--- config.mk ---
export PLATFORM = sky130hd
export DESIGN_NAME = bfca_cell
export DESIGN_NICKNAME = d
export VERILOG_FILES = /design/src/hdl/best_fit_coalescing_allocator_macros.svh /design/src/hdl/bfca_pkg.sv /design/src/hdl/bfca_cell.sv
export SDC_FILE = /design/constraint.sdc
export NUM_CORES = 1
export LEC_CHECK = 0
export BUFFER_PORTS_ARGS = -buffer_cell sky130_fd_sc_hd__buf_4
export CAP_MARGIN = 40
export CORE_MARGIN = 2
export CORE_UTILIZATION = 46
export CTS_CLUSTER_DIAMETER = 80
export DETAILED_ROUTE_END_ITERATION = 10
export PLACE_DENSITY = 0.8
export SLEW_MARGIN = 0
export SYNTH_ARGS = -nofsm -noshare
export SYNTH_HDL_FRONTEND = slang
export SYNTH_SLANG_ARGS = --single-unit
--- constraint.sdc ---
create_clock -name clk -period 3.2 [get_ports clk]
set_input_delay 0.96 -clock clk [delete_from_list [all_inputs] [get_ports clk]]
set_output_delay 0.96 -clock clk [all_outputs]
set_load 0.02 [all_outputs]
--- src/hdl/best_fit_coalescing_allocator_macros.svh ---
// Assertion macros for the best-fit allocator.
// Included by the modules that carry concurrent assertions; needs clk and rst_n in scope.
`ifndef BEST_FIT_COALESCING_ALLOCATOR_MACROS_SVH
`define BEST_FIT_COALESCING_ALLOCATOR_MACROS_SVH
`ifndef SYNTHESIS
`define BFCA_ASSERT_IMPL(label, a, c) \
  label: assert property (@(posedge clk) disable iff (!rst_n) (a) |-> (c)) \
    else $error("allocator assertion failed");
`define BFCA_ASSERT_NEXT(label, a, c) \
  label: assert property (@(posedge clk) disable iff (!rst_n) (a) |=> (c)) \
    else $error("allocator assertion failed");
`else
`define BFCA_ASSERT_IMPL(label, a, c)
`define BFCA_ASSERT_NEXT(label, a, c)
`endif
`endif

--- src/hdl/bfca_pkg.sv ---
// Shared types and constants of the best-fit allocator.
// Used by bfca_cell and best_fit_coalescing_allocator; depends on nothing.
package bfca_pkg;

  localparam int GW            = 13;
  localparam int ARENA         = 8192;
  localparam int GRANULE_BYTES = 8;
  localparam int GB_SHIFT      = 3;
  localparam int SLOT_W        = 10;
  localparam int HEAD_W        = GW + 3;
  localparam int H_ALLOC       = GW;
  localparam int H_FREE        = GW + 1;
  localparam int H_PREV        = GW + 2;

  typedef logic [GW-1:0]     gran_t;
  typedef logic [GW:0]       gran_ext_t;
  typedef logic [SLOT_W-1:0] slot_t;

  localparam gran_t USABLE = gran_t'(ARENA - 1);

  localparam logic KIND_ALLOC   = 1'b0;
  localparam logic KIND_RELEASE = 1'b1;

  localparam logic [1:0] STATUS_OK      = 2'd0;
  localparam logic [1:0] STATUS_NO_FIT  = 2'd1;
  localparam logic [1:0] STATUS_FULL    = 2'd2;
  localparam logic [1:0] STATUS_IGNORED = 2'd3;

  typedef struct packed {
    logic        kind;
    logic [15:0] request_bytes;
    logic [15:0] release_address;
  } in_item_t;

  typedef struct packed {
    logic [15:0] payload_address;
    logic [16:0] granted_bytes;
    logic [1:0]  status;
  } out_item_t;

  typedef struct packed {
    logic  en;
    slot_t idx;
    logic  valid;
    gran_t start;
    gran_t size;
  } span_wr_t;

  // Search token that walks the row of span cells.
  typedef struct packed {
    logic      live;
    gran_ext_t szg;
    logic      nkey_en;
    gran_t     nkey;
    logic      pkey_en;
    gran_t     pkey;
    logic      fit_ok;
    slot_t     fit_idx;
    gran_t     fit_size;
    gran_t     fit_start;
    logic      n_ok;
    slot_t     n_idx;
    gran_t     n_size;
    logic      p_ok;
    slot_t     p_idx;
    logic      free_ok;
    slot_t     free_idx;
  } token_t;

  typedef enum logic [4:0] {
    ST_CLEAR,
    ST_IDLE,
    ST_RD_HEAD,
    ST_RD_NEXT,
    ST_PREV_CHK,
    ST_RD_FOOT,
    ST_RD_PREV,
    ST_LAUNCH,
    ST_SEARCH,
    ST_DECIDE,
    ST_A_WR,
    ST_A_HEAD,
    ST_R_NEXT_WR,
    ST_R_PREV_WR,
    ST_R_MERGE,
    ST_FIX,
    ST_FINISH
  } state_t;

endpackage

--- src/hdl/bfca_cell.sv ---
// One entry of the free span table, with its stage of the search token row.
// Depends on bfca_pkg.
module bfca_cell #(
  parameter int IDX = 0
) (
  input  logic              clk,
  input  logic              rst_n,
  input  bfca_pkg::span_wr_t wr,
  input  bfca_pkg::token_t  tok_i,
  output bfca_pkg::token_t  tok_o
);

  logic              valid_r;
  bfca_pkg::gran_t   start_r;
  bfca_pkg::gran_t   size_r;
  bfca_pkg::token_t  tok_r;
  bfca_pkg::token_t  tok_nxt;
  bfca_pkg::slot_t   my_idx;
  logic              fits;
  logic              better;

  assign my_idx = bfca_pkg::slot_t'(IDX);

  always_comb begin
    tok_nxt = tok_i;
    fits    = valid_r && ({1'b0, size_r} >= tok_i.szg);
    better  = !tok_i.fit_ok || (size_r < tok_i.fit_size) ||
              ((size_r == tok_i.fit_size) && (start_r < tok_i.fit_start));
    // The smallest fitting span wins; a tie in size goes to the lower start address, not to the earlier cell.
    if (fits && better) begin
      tok_nxt.fit_ok    = 1'b1;
      tok_nxt.fit_idx   = my_idx;
      tok_nxt.fit_size  = size_r;
      tok_nxt.fit_start = start_r;
    end
    if (!tok_i.n_ok && tok_i.nkey_en && valid_r && start_r == tok_i.nkey) begin
      tok_nxt.n_ok   = 1'b1;
      tok_nxt.n_idx  = my_idx;
      tok_nxt.n_size = size_r;
    end
    if (!tok_i.p_ok && tok_i.pkey_en && valid_r && start_r == tok_i.pkey) begin
      tok_nxt.p_ok  = 1'b1;
      tok_nxt.p_idx = my_idx;
    end
    if (!tok_i.free_ok && !valid_r) begin
      tok_nxt.free_ok  = 1'b1;
      tok_nxt.free_idx = my_idx;
    end
  end

  always_ff @(posedge clk) begin
    if (!rst_n) begin
      valid_r <= (IDX == 0);
      start_r <= '0;
      size_r  <= (IDX == 0) ? bfca_pkg::USABLE : '0;
      tok_r   <= '0;
    end else begin
      tok_r <= tok_nxt;
      if (wr.en && wr.idx == my_idx) begin
        valid_r <= wr.valid;
        start_r <= wr.start;
        size_r  <= wr.size;
      end
    end
  end

  assign tok_o = tok_r;

endmodule

* Yosys cells after proc, flatten, opt, wreduce, memory -nomap -nowiden
Index checks and enable logic that the tools add are counted.
** Word-level totals
- Flip-flop bits (word level) :: 153
- Logic and storage cells :: 54
- Output and inout bits :: 126
** Operators by class
- Muxes and demuxes :: 4
- Equal/unequal tests :: 3
- Bitwise operators :: 1
- Reductions and logical operators :: 23
- Order comparisons :: 3
** Operators by type and width (count)
- 13-bit equality test :: 3
- 37-bit two-way mux :: 1
- 13-bit less-than comparator :: 2
- 24-bit two-way mux :: 1
- 11-bit two-way mux :: 2
- 13-bit by 14-bit greater-or-equal comparator with 1-bit output :: 1
- 1-bit logical AND :: 11
- 10-bit logical NOT :: 1
- 2-bit OR reduction :: 4
- 1-bit logical NOT :: 5
- 1-bit logical OR :: 2
- 1-bit inverter :: 1

* Logic depth before layout (Yosys ltp)
- Word-level depth :: 5
- Mapped depth :: 10

* Least setup slack after synthesis
OpenSTA, ideal clock, no wires.
- Path kind :: input to register
- Start point :: input tok_i[70] (netlist name)
- End point :: register tok_r (netlist bit tok_o[46])
- Library setup time :: 0.072 ns
- Setup slack :: 0.356 ns
- Stages on the path :: 10
- Arrival :: 2.772 ns
- Cell sequence :: inv_1 > ha_1 > nand4_1 > or4_1 > a221oi_2 > o21ai_1 > a21oi_2 > buf_6 > buf_12 > mux2i_1
** Between the ends
- Word-level cells in the longest chain between the ends :: 5
- Elaborated cells between the ends (all ways) :: 7
- Classes of those cells :: order compare: 1; eq/ne: 1; mux: 1; reduce/logical: 4
** Ends and longest elaborated chain
- from (decl) :: RTL line bfca_cell.sv:9 : input bfca_pkg::token_t tok_i,
- 13-bit less-than comparator or 13-bit equality test (tied branches) :: RTL line bfca_cell.sv:27, bfca_cell.sv:28
- 1-bit logical OR or 1-bit logical AND (tied branches) :: RTL line bfca_cell.sv:27, bfca_cell.sv:28
- 1-bit logical OR (*) :: RTL line bfca_cell.sv:27 : better = !tok_i.fit_ok || (size_r < tok_i.fit_size) ||
- 1-bit logical AND (*) :: RTL line bfca_cell.sv:30 : if (fits && better) begin
- 37-bit two-way mux (*) :: RTL line bfca_cell.sv:30
- to (signal assigned) :: RTL line bfca_cell.sv:58 : tok_r <= tok_nxt;
- to (decl) :: RTL line bfca_cell.sv:16 : bfca_pkg::token_t tok_r;
Mark *: on every way between the ends. The rest lies on a longest branch, timed or not.
A chain may end at the register's enable or synchronous reset.

* Worst setup path in the final report
- Start point :: input tok_i[62] (netlist name)
- End point :: register tok_r (netlist bit tok_o[58])
The elaborated chain is that of the path after synthesis.

==> out/metrics.cfg <==
[place]
hpwlAfterDp_um = 14100
place.gp.congestion = 0.914
numPortBuffers = 291

[drt]
wl_per_cell_um = 16.5
antenna_left = 0
drt_iter0_drc = 343
viasPerCell = 4.91
dr_wl_met3_um = 1760
totalWireLength_um = 18400
maxUsedRoutingLayer = met4
drc = 0
route.met2.wl_um = 9270
first_pass_iters = 5
met1Wirelength_um = 6960
dr_total_vias = 5473

[sta]
hold_viol = 0
fin_setup_tns_ps = 0
drv_slew = 0
rsz0062_at_grt = false
period_minus_slack_ps = 2780
skew_ps = 8.30
fmax_mhz = 360
min_period_over_period_pct = 86.9
slew_headroom_pct = 50.9
worst_pin_slew_ps = 733
setup_violations = 0

[global_routing]
grt_first_pass_wirelength_um = 28100
grt_max_degree = 42
grt_usage_pct = 26.2
grt_pass1_vias = 5407
gr-total-overflow = 0
antenna_found_initial = 0

[clock_network]
cts_sinks = 153
ctsHoldBuffers = 0
cts_tree = built
insertion_delay_ps = 420
htree_num_levels = 4
clock_tree.root_cell = clkbuf_16
numCtsBuffers = 17
path_clk_slew_ps = 60
cts_resized = 0
clk_path_buf_depth = 2
post_cts_buffers = 0

[synth]
synth_area_um2 = 6020
yosysWarnings = 0
postSynthCellCount = 637
ys_seq_area_share_pct = 50.9
ys_ff_latch = 153
async_flop_share_pct = 0
synth_area_per_cell_um2 = 9.45
synth_enable_flop_cells = 0
synth_ff_type = dfxtp_1
yosysUniqueCellTypes = 40
syn_nets = 841

[layout]
diodes = 0
layout_commonest_cell = buf_4
layout-drive-gt1-share_pct = 35.7
final_nets = 1134
area_delta_synth_final_pct = 48.9
mostFrequentLayoutCells = buf_4, dfxtp_1, nand2_1
fin_util_pct = 70.7

[setup_path]
critical_path_class = primary input to register
cp-end-kind = register
crit_required_ps = 3550
start_kind = primary input
cp_max_fo = 29
cp.arrival_ps = 3130

[floorplan]
die_height_um = 118
num_rows = 41
core-area_um2 = 12700
ioPinCount = 292
start_util_pct = 47.5
die-area_um2 = 14000
die-width_um = 118

[power]
vdd_ir_drop_max_v = 0.000374
p_per_area_nw_per_um2 = 524
p_leak_uw = 0.00450

[worst_hold_path]
min_path_type = register to register

[run_status]
outcome = finished clean

[run]
timing.max_cap.violations = 0

[logic make-up after synthesis]
family,Yosys count,share of synthesized area (%)
mux,38,6.32
xor+xnor,26,3.78
simple gates,260,20.9
flops,153,50.9
compound gates,52,5.03
buf+inv,70,5.14
fa+ha+maj,38,7.90
[critical path, stage by stage]
cell and delay (ps):
buf_4 90, inv_1 40, ha_1 280, nand4_1 140
or4_1 600, a221oi_2 190, o21ai_1 140, a21oi_4 210
buf_12 240, mux2i_1 210
[power breakdown]
part / switching, uW / internal, uW / total (uW)
combinational: 336 / 344 / 680
clock: 807 / 1180 / 1980
sequential: 27.8 / 2000 / 2030
[Yosys cell counts (8+ instances only)]
| cell type | instances | area (um2) |
|---|---|---|
| and2_1 | 51 | 319 |
| and3_1 | 11 | 68.8 |
| dfxtp_1 | 153 | 3060 |
| nand3_1 | 16 | 80.1 |
| nor3b_1 | 10 | 75.1 |
| a21oi_1 | 27 | 135 |
| nor2_1 | 31 | 116 |
| o21ai_0 | 8 | 40.0 |
| nand4_1 | 9 | 56.3 |
| clkbuf_1 | 23 | 86.3 |
| mux2i_1 | 38 | 380 |
| xnor2_1 | 17 | 149 |
| xor2_1 | 9 | 78.8 |
| ha_1 | 38 | 475 |
| inv_1 | 40 | 150 |
| nand2_1 | 115 | 432 |
[final cells by class]
| type | instances | area [um2] |
|---|---|---|
| Multi-Input combinational cell | 414 | 2650 |
| Timing Repair Buffer | 303 | 2290 |
| Clock inverter | 13 | 144 |
| Tap cell | 172 | 215 |
| Sequential cell | 153 | 3060 |
| Clock buffer | 19 | 443 |
| Inverter | 41 | 154 |
| Fill cell | 991 | 3710 |
[metrics by stage]
stage | cell area, um2 | hold WS, ps | std cells | setup slack [ps] | power (uW)
finish | 8960 | 486 | 1115 | 419 | 4690
global route | 8960 | 532 | 1115 | 307 | 4860
CTS | 8960 | 490 | 1115 | 410 | 4720
detailed placement | 8370 | 478 | 1083 | 0.727 | 2750
global placement | 8370 | 475 | 1083 | 112 | 2740
floorplan | 6020 | 438 | 637 | 356 | 2390
[path summary, 6_finish.rpt]
| kind | startpoint | endpoint | slack [ps] | cells past startpoint |
|---|---|---|---|---|
| max reg2reg | size_r[1]$_SDFFE_PN1P_ | tok_o[58]$_SDFF_PN0_ | 660 | 8 |
| min reg2reg | size_r[0]$_SDFFE_PN1P_ | tok_o[59]$_SDFF_PN0_ | 490 | 2 |
| min | size_r[0]$_SDFFE_PN1P_ | tok_o[59]$_SDFF_PN0_ | 490 | 2 |
| max | tok_i[62] | tok_o[58]$_SDFF_PN0_ | 420 | 10 |
[flip-flops by register name (all words and copies together) (netlist names)]
name,count
valid_r,1
start_r,13
tok_o,126
size_r,13
[metal layers]
layer / up-vias / global-route usage (%)
li1: 2676 / -
met1: 2519 / 28.9
met2: 249 / 46.6
met3: 29 / 8.45
met4: 0 / 9.90
met5: - / 0
Power figures use the tool's default switching activity.
